`src/rtl/core/tkwr_pkg.sv`:
```
// ----------------------------------------------------------------------------
// tkwr_pkg: shared types and constants for the top-k and window range tracker
// Holds beat structs, result kind codes and default parameter values.
// ----------------------------------------------------------------------------
`default_nettype none
package tkwr_pkg;
  localparam int TOP_COUNT_DEF      = 5;
  localparam int WINDOW_MINUTES_DEF = 10;
  localparam int REPORT_MINUTES_DEF = 60;

  localparam logic [1:0] KIND_HIGH = 2'd0;
  localparam logic [1:0] KIND_LOW  = 2'd1;
  localparam logic [1:0] KIND_DIFF = 2'd2;

  typedef struct packed {
    logic signed [15:0] temperature;
    logic [5:0]         minute;
    logic               last_of_report;
  } in_beat_t;

  typedef struct packed {
    logic [1:0]         kind;
    logic [2:0]         rank;
    logic [5:0]         at_minute;
    logic signed [15:0] sample_value;
    logic [15:0]        difference;
    logic               entry_valid;
    logic               last_result;
  } out_beat_t;
endpackage
`default_nettype wire

```
`src/rtl/core/tkwr_front.sv`:
```
// ----------------------------------------------------------------------------
// tkwr_front: input stage
// Clamps the minute of each beat and hands it to a two-entry queue.
// ----------------------------------------------------------------------------
`default_nettype none
module tkwr_front #(
  parameter int REPORT_MINUTES = 60
) (
  input  wire logic               clk,
  input  wire logic               rst_n,
  input  wire logic               in_valid,
  output logic                    in_ready,
  input  wire tkwr_pkg::in_beat_t in_data,
  output logic                    q_valid,
  input  wire logic               q_ready,
  output tkwr_pkg::in_beat_t      q_data
);
  import tkwr_pkg::*;
  localparam logic [5:0] MAX_MIN = 6'((REPORT_MINUTES > 64 ? 64 : REPORT_MINUTES) - 1);

  in_beat_t  mem_r [2];
  logic      wp_r, rp_r;
  logic [1:0] cnt_r;
  in_beat_t  cl;
  logic      push, pop;

  always_comb begin
    cl = in_data;
    if (REPORT_MINUTES < 64 && in_data.minute > MAX_MIN) cl.minute = MAX_MIN;
  end

  assign in_ready = (cnt_r != 2'd2);
  assign q_valid  = (cnt_r != 2'd0);
  assign q_data   = mem_r[rp_r];
  assign push     = in_valid && in_ready;
  assign pop      = q_valid && q_ready;

  always_ff @(posedge clk) begin
    if (push) mem_r[wp_r] <= cl;
    if (!rst_n) begin
      wp_r <= 1'b0; rp_r <= 1'b0; cnt_r <= 2'd0;
    end else begin
      if (push) wp_r <= ~wp_r;
      if (pop)  rp_r <= ~rp_r;
      cnt_r <= cnt_r + 2'(push) - 2'(pop);
    end
  end
endmodule
`default_nettype wire

```
`src/rtl/core/tkwr_back.sv`:
```
// ----------------------------------------------------------------------------
// tkwr_back: list, window and report engine
// Inserts samples into sorted lists, steps minutes, scores windows, reports.
// ----------------------------------------------------------------------------
`default_nettype none
module tkwr_back #(
  parameter int TOP_COUNT      = 5,
  parameter int WINDOW_MINUTES = 10
) (
  input  wire logic               clk,
  input  wire logic               rst_n,
  input  wire logic               q_valid,
  output logic                    q_ready,
  input  wire tkwr_pkg::in_beat_t q_data,
  output logic                    out_valid,
  input  wire logic               out_ready,
  output tkwr_pkg::out_beat_t     out_data
);
  import tkwr_pkg::*;
  localparam int WB = $clog2(WINDOW_MINUTES);
  localparam int TB = $clog2(TOP_COUNT + 1);
  localparam int RB = $clog2(2 * TOP_COUNT + 1);
  localparam int SB = (WINDOW_MINUTES > 1) ? $clog2(WINDOW_MINUTES) : 1;
  localparam logic [WB-1:0] WLAST = WB'(WINDOW_MINUTES - 1);

  typedef enum logic [4:0] {
    S_IDLE = 5'b00001, S_ADV = 5'b00010, S_SCAN = 5'b00100,
    S_INS  = 5'b01000, S_REP = 5'b10000
  } st_t;

  st_t st_r;
  logic signed [15:0] hv_r [TOP_COUNT];
  logic [5:0]         hm_r [TOP_COUNT];
  logic signed [15:0] lv_r [TOP_COUNT];
  logic [5:0]         lm_r [TOP_COUNT];
  logic [TB-1:0]      fill_r;
  logic signed [15:0] mn_r [WINDOW_MINUTES];
  logic signed [15:0] mx_r [WINDOW_MINUTES];
  logic [WINDOW_MINUTES-1:0] has_r;
  logic [5:0]  cur_r;
  logic [WB-1:0] slot_r;
  logic [SB-1:0] seen_r;
  logic [15:0] best_r;
  logic [5:0]  bstart_r;
  logic [WB-1:0] si_r;
  logic        any_r;
  logic signed [15:0] lo_r, hi_r;
  logic        after_r;  // scan belongs to a minute step (else to the report)
  logic [RB-1:0] ri_r;
  in_beat_t    it_r;
  logic        ov_r;
  out_beat_t   od_r;

  assign q_ready   = (st_r == S_IDLE);
  assign out_valid = ov_r;
  assign out_data  = od_r;

  logic [WB-1:0] slot_inc;
  assign slot_inc = (slot_r == WLAST) ? '0 : slot_r + 1'b1;
  logic full_win;
  assign full_win = (32'(seen_r) >= WINDOW_MINUTES - 1);

  logic signed [16:0] dif;
  assign dif = 17'(hi_r) - 17'(lo_r);

  logic [TB-1:0] ridx;
  always_comb begin
    if (32'(ri_r) < TOP_COUNT) ridx = TB'(ri_r);
    else ridx = TB'(32'(ri_r) - TOP_COUNT);
  end

  always_ff @(posedge clk) begin
    if (!rst_n) begin
      st_r <= S_IDLE; fill_r <= '0; has_r <= '0; cur_r <= '0; slot_r <= '0;
      seen_r <= '0; best_r <= '0; bstart_r <= '0; ov_r <= 1'b0; ri_r <= '0;
      si_r <= '0; any_r <= 1'b0; after_r <= 1'b0;
    end else begin
      // The report state either holds the output register or reloads it.
      if (ov_r && out_ready && st_r != S_REP) ov_r <= 1'b0;
      case (st_r)
        S_IDLE: begin
          if (q_valid) begin
            it_r <= q_data;
            if (q_data.minute > cur_r) begin
              si_r <= '0; any_r <= 1'b0; after_r <= 1'b1;
              if (!full_win) st_r <= S_ADV;
              else st_r <= S_SCAN;
            end else st_r <= S_INS;
          end
        end
        S_SCAN: begin
          if (has_r[si_r]) begin
            if (!any_r || mn_r[si_r] < lo_r) lo_r <= mn_r[si_r];
            if (!any_r || mx_r[si_r] > hi_r) hi_r <= mx_r[si_r];
            any_r <= 1'b1;
          end
          if (si_r == WLAST) st_r <= S_ADV;
          else si_r <= si_r + 1'b1;
        end
        S_ADV: begin
          // finish the score of the window that just closed, then step on or go to the report
          if (full_win && any_r && dif[15:0] > best_r) begin
            best_r   <= dif[15:0];
            bstart_r <= 6'(7'(cur_r) + 7'd1 - 7'(WINDOW_MINUTES));
          end
          if (after_r) begin
            cur_r  <= cur_r + 6'd1;
            slot_r <= slot_inc;
            has_r[slot_inc] <= 1'b0;
            if (!full_win) seen_r <= seen_r + 1'b1;
            si_r <= '0; any_r <= 1'b0;
            if (cur_r + 6'd1 == it_r.minute) st_r <= S_INS;
            else if (32'(seen_r) + 1 >= WINDOW_MINUTES - 1) st_r <= S_SCAN;
            else st_r <= S_ADV;
          end else begin
            ri_r <= '0;
            st_r <= S_REP;
          end
        end
        S_INS: begin
          if (!has_r[slot_r]) begin
            mn_r[slot_r] <= it_r.temperature; mx_r[slot_r] <= it_r.temperature;
            has_r[slot_r] <= 1'b1;
          end else begin
            if (it_r.temperature < mn_r[slot_r]) mn_r[slot_r] <= it_r.temperature;
            if (it_r.temperature > mx_r[slot_r]) mx_r[slot_r] <= it_r.temperature;
          end
          for (int i = 0; i < TOP_COUNT; i++) begin
            // cell i takes the sample if it beats cell i or is the next empty cell, shifts if it beat i-1
            if (TB'(i) <= fill_r) begin
              if (TB'(i) == fill_r || it_r.temperature > hv_r[i]) begin
                if (i > 0 && hv_r[(i > 0) ? i - 1 : 0] < it_r.temperature) begin
                  hv_r[i] <= hv_r[(i > 0) ? i - 1 : 0];
                  hm_r[i] <= hm_r[(i > 0) ? i - 1 : 0];
                end else begin
                  hv_r[i] <= it_r.temperature; hm_r[i] <= cur_r;
                end
              end
              if (TB'(i) == fill_r || it_r.temperature < lv_r[i]) begin
                if (i > 0 && lv_r[(i > 0) ? i - 1 : 0] > it_r.temperature) begin
                  lv_r[i] <= lv_r[(i > 0) ? i - 1 : 0];
                  lm_r[i] <= lm_r[(i > 0) ? i - 1 : 0];
                end else begin
                  lv_r[i] <= it_r.temperature; lm_r[i] <= cur_r;
                end
              end
            end
          end
          if (32'(fill_r) < TOP_COUNT) fill_r <= fill_r + 1'b1;
          if (it_r.last_of_report) begin
            si_r <= '0; any_r <= 1'b0; after_r <= 1'b0;
            st_r <= S_SCAN;
          end else st_r <= S_IDLE;
        end
        S_REP: begin
          if (!ov_r || out_ready) begin
            ov_r <= 1'b1;
            if (32'(ri_r) < 2 * TOP_COUNT) begin
              od_r.rank <= 3'(ridx);
              od_r.difference <= '0;
              od_r.last_result <= 1'b0;
              od_r.entry_valid <= (ridx < fill_r);
              if (32'(ri_r) < TOP_COUNT) begin
                od_r.kind <= KIND_HIGH;
                od_r.at_minute <= (ridx < fill_r) ? hm_r[ridx] : '0;
                od_r.sample_value <= (ridx < fill_r) ? hv_r[ridx] : '0;
              end else begin
                od_r.kind <= KIND_LOW;
                od_r.at_minute <= (ridx < fill_r) ? lm_r[ridx] : '0;
                od_r.sample_value <= (ridx < fill_r) ? lv_r[ridx] : '0;
              end
            end else begin
              od_r.kind <= KIND_DIFF; od_r.rank <= '0;
              od_r.at_minute <= bstart_r; od_r.sample_value <= '0;
              od_r.difference <= best_r; od_r.entry_valid <= 1'b1;
              od_r.last_result <= 1'b1;
              fill_r <= '0; has_r <= '0; cur_r <= '0; slot_r <= '0;
              seen_r <= '0; best_r <= '0; bstart_r <= '0;
              st_r <= S_IDLE;
            end
            ri_r <= ri_r + 1'b1;
          end
        end
        default: st_r <= S_IDLE;
      endcase
    end
  end
endmodule
`default_nettype wire

```
`src/rtl/core/top_k_and_window_range_tracker_core.sv`:
```
// ----------------------------------------------------------------------------
// top_k_and_window_range_tracker_core: streaming top-k and window range
// Keeps highest and lowest samples and the largest range over WINDOW_MINUTES minutes.
// ----------------------------------------------------------------------------
// Channel | Direction | Handshake           | Payload
// in_     | input     | in_valid/in_ready   | in_data (in_beat_t)
// out_    | output    | out_valid/out_ready | out_data (out_beat_t)
//
// An ordinary beat is accepted in the idle state and then inserted.
// Each minute step passes through the step state, after a scan over the
// per-minute ring once a full window exists.
// A last beat adds a scan over the per-minute ring, a scoring step and
// 2*TOP_COUNT+1 report beats.
// Reset is synchronous and active low; a two-beat queue lets input keep
// arriving while the back engine or the output stalls.
`default_nettype none
module top_k_and_window_range_tracker_core #(
  parameter int TOP_COUNT      = tkwr_pkg::TOP_COUNT_DEF,
  parameter int WINDOW_MINUTES = tkwr_pkg::WINDOW_MINUTES_DEF,
  parameter int REPORT_MINUTES = tkwr_pkg::REPORT_MINUTES_DEF
) (
  input  wire logic                clk,
  input  wire logic                rst_n,
  input  wire logic                in_valid,
  output logic                     in_ready,
  input  wire tkwr_pkg::in_beat_t  in_data,
  output logic                     out_valid,
  input  wire logic                out_ready,
  output tkwr_pkg::out_beat_t      out_data
);
  import tkwr_pkg::*;
  logic     q_valid, q_ready;
  in_beat_t q_data;

  // Front clamps minutes and buffers beats.
  tkwr_front #(.REPORT_MINUTES(REPORT_MINUTES)) u_front (
    .clk, .rst_n, .in_valid, .in_ready, .in_data,
    .q_valid, .q_ready, .q_data
  );

  // Back holds all tracking state and drives the report beats.
  tkwr_back #(.TOP_COUNT(TOP_COUNT), .WINDOW_MINUTES(WINDOW_MINUTES)) u_back (
    .clk, .rst_n, .q_valid, .q_ready, .q_data,
    .out_valid, .out_ready, .out_data
  );
endmodule
`default_nettype wire

```
`config.mk`:
```
export PLATFORM = sky130hd
export DESIGN_NAME = top_k_and_window_range_tracker_core
export DESIGN_NICKNAME = d
export VERILOG_FILES = /design/src/rtl/core/tkwr_pkg.sv /design/src/rtl/core/tkwr_front.sv /design/src/rtl/core/tkwr_back.sv /design/src/rtl/core/top_k_and_window_range_tracker_core.sv
export SDC_FILE = /design/constraint.sdc
export NUM_CORES = 1
export LEC_CHECK = 0
export BUFFER_PORTS_ARGS = -buffer_cell sky130_fd_sc_hd__buf_2
export CAP_MARGIN = 20
export CORE_MARGIN = 2
export CORE_UTILIZATION = 46
export DETAILED_ROUTE_END_ITERATION = 8
export PLACE_DENSITY = 0.64
export SLEW_MARGIN = 20
export SYNTH_ARGS = -nofsm -noshare
export SYNTH_HDL_FRONTEND = slang
export SYNTH_HIERARCHICAL = 1
export SYNTH_SLANG_ARGS = --single-unit
```
`constraint.sdc`:
```
create_clock -name clk -period 14.01 [get_ports clk]
set_input_delay 1.401 -clock clk [delete_from_list [all_inputs] [get_ports clk]]
set_output_delay 1.401 -clock clk [all_outputs]
set_load 0.005 [all_outputs]
```
==> metrics.cfg <==
[outcome]
status = finished, final reports clean

[timing]
fin_crit_sh = 0.376
period_needed_ps = 5270
fin_hold_ws_ps = 473
slew_violations = 0
max_slew_margin = 0.224
tns_ps = 0
setup_violations = 0
worstMarginPinSlew_ps = 1160
rsz0062_at_grt = false
worst_slack_ps = 8740
clock.fmax_mhz = 190
final_hold_viol_count = 0
finClkSkew_ps = 35.1

[global_routing]
overflow = 0
first_global_vias = 27600
grt_max_degree = 65
grt_pass1_wl_um = 179000
grt_use_total = 0.266
antenna_found_initial = 1

[route]
drc = 0
route.vias.total = 27400
drtAntennaViolNets = 0
first_pass_iters = 6
routed_via_density = 6.33
wl_um = 120000
wl_per_cell_um = 27.7
drtIter0Drc = 3017

[floorplan]
num_io_pins = 74
die-area_um2 = 90700
die_h_um = 301
start_util = 0.466
rows = 108
core_um2 = 87200
die_x_um = 301

[worst_setup_path]
critPathLaunchType = flip-flop
crit_type = reg -> reg
end_kind = flip-flop
critPathArrivalTime_ps = 5870
cp_max_fo = 21
cp.required_ps = 14610

[layout]
num_antenna_cells = 0
fin_nets = 3402
fin_cells = 4329
areaGrowthSynthToFinish_pct = 12.1
drive_gt1_frac = 0.223
final_area_um2 = 45500
final_util = 0.522

[logic_synthesis]
synth_edf_count = 686
netlist_area_um2 = 40600
synth_most_common_cell = edfxtp_1
ys_ff_latch = 764
yosysTopAreaCell = edfxtp_1
syn-num-nets = 3320
ys_seq_area_frac = 0.546
synth_area_leaders = edfxtp_1 51%, ha_1 8.3%, mux4_2 7.7%
syn_inst = 3022
yosys_warnings = 6
synthTopCellsByCount = 686 x edfxtp_1, 270 x ha_1, 230 x mux2_2, 180 x nand2_1, 145 x inv_1
synthFlopType = edfxtp_1
synth_cell_types = 85
synth.avg_cell_area_um2 = 13.4
synthArstFlopShare = 0
synth_top_area_share = 0.507

[placement]
dp_slack_ps = 8580
gp_congestion = 0.902
placed_cells = 4170
dpl.hpwl_um = 81200
portBuffers = 73
dpl_cell_area_um2 = 42500

[run]
drv_cap = 0

[clocking]
clk_latency_ps = 670
cts_tree = built
htreeDepth = 3
hold_buffers = 0
cts.sinks = 764
cts-root-buf = clkbuf_16
post_cts_buffers = 0
cts.clk_slew.worst_paths_ps = 60
cts_made_buffers = 86
cts.repair.resized = 0
clockBufferDepth = 3

[pwr]
p_leak_nw = 15.8
power_mw = 5.74
power.density_nw_per_um2 = 126
peakVddDrop_uv = 106

[min_path]
hp-class = reg -> reg

-- registers in the layout, summed over array words and instances (netlist names), 5 cells and up, named ones only --
signal           count
u_back/st_r          5
u_back/lo_r         16
u_back/it_r         23
u_back/best_r       16
u_back/hi_r         16
u_front/mem_r       46
u_back/bstart_r      6
u_back/lv_r         80
u_back/mn_r        160
u_back/hm_r         30
u_back/mx_r        160
u_back/cur_r         6
u_back/has_r        10
u_back/lm_r         30
u_back/out_data     45
u_back/hv_r         80
-- worst max-delay path, stage by stage (launching register included) --
cell	delay, ps
edfxtp_1	410
inv_1	90
ha_1	180
fa_1	230
nor2b_1	80
o211ai_1	230
a21oi_1	130
and3_1	230
o41ai_1	380
xnor2_1	140
ha_1	320
nand4_1	180
nor4_1	710
nor4b_1	140
buf_4	170
o41a_1	180
a21oi_1	210
and2_1	900
a22o_1	280
-- per-layer routing --
metal,vias up,GRT usage,routed length [µm]
met1,13900,0.379,51500
met4,2,0.0941,3880
met2,1288,0.407,54000
met3,209,0.0504,10600
li1,12000,-,-
met5,-,0,11
-- where the power goes --
group / switching (mW) / internal (mW) / leakage [nW]
sequential: 0.0540 / 2.59 / 6.83
clock: 0.960 / 1.38 / 1.41
combinational: 0.523 / 0.238 / 7.52
total: 1.54 / 4.21 / 15.8
-- logic make-up (layout without fill, tap and decap cells) --
kind of cell / Yosys count / in the layout / share of synthesized area
compound gates: 603 / 603 / 0.0988
xor+xnor: 34 / 34 / 0.00767
fa+ha+maj: 271 / 271 / 0.0837
buf+inv: 300 / 452 / 0.0296
flops: 764 / 764 / 0.546
mux: 455 / 455 / 0.162
simple gates: 595 / 595 / 0.0724
-- layout make-up --
class                   count  area (µm²)
inverters                 147         552
fillers                  7230       41700
repair buffers            147         941
well taps                1155        1450
clock inverters            53         651
clock buffers             105        2250
multi-input cells        1958       17500
flip-flops and latches    764       22200
-- path summary, 6_finish.rpt --
path	start	end	slack, ps	cells past startpoint
setup / recovery	u_back/hi_r[0]$_DFFE_PP_	u_back/best_r[9]$_SDFFE_PN0P_	8740	18
hold reg to reg	u_back/has_r[0]$_SDFFE_PN0P_	u_back/has_r[0]$_SDFFE_PN0P_	470	2
hold / removal	u_back/has_r[0]$_SDFFE_PN0P_	u_back/has_r[0]$_SDFFE_PN0P_	470	2
setup reg to reg	u_back/hi_r[0]$_DFFE_PP_	u_back/best_r[9]$_SDFFE_PN0P_	8740	18
-- layout by cell type, fill, tap and decap left out, drive strengths merged, types with 24 or more instances in the layout --
cell	n
edfxtp	686
ha	270
mux2	230
nand2	181
inv	150
buf	147
mux4	139
a21oi	139
nor2	126
a211oi	115
o21ai	114
clkbuf	105
mux2i	86
dfxtp	78
nor2b	55
and3	41
nand4	39
nor3	37
nand3	35
clkinv	34
a21o	31
xnor2	25
nand2b	24
o211ai	24
a31oi	24
No activity file was read; power rests on OpenSTA's default activity.
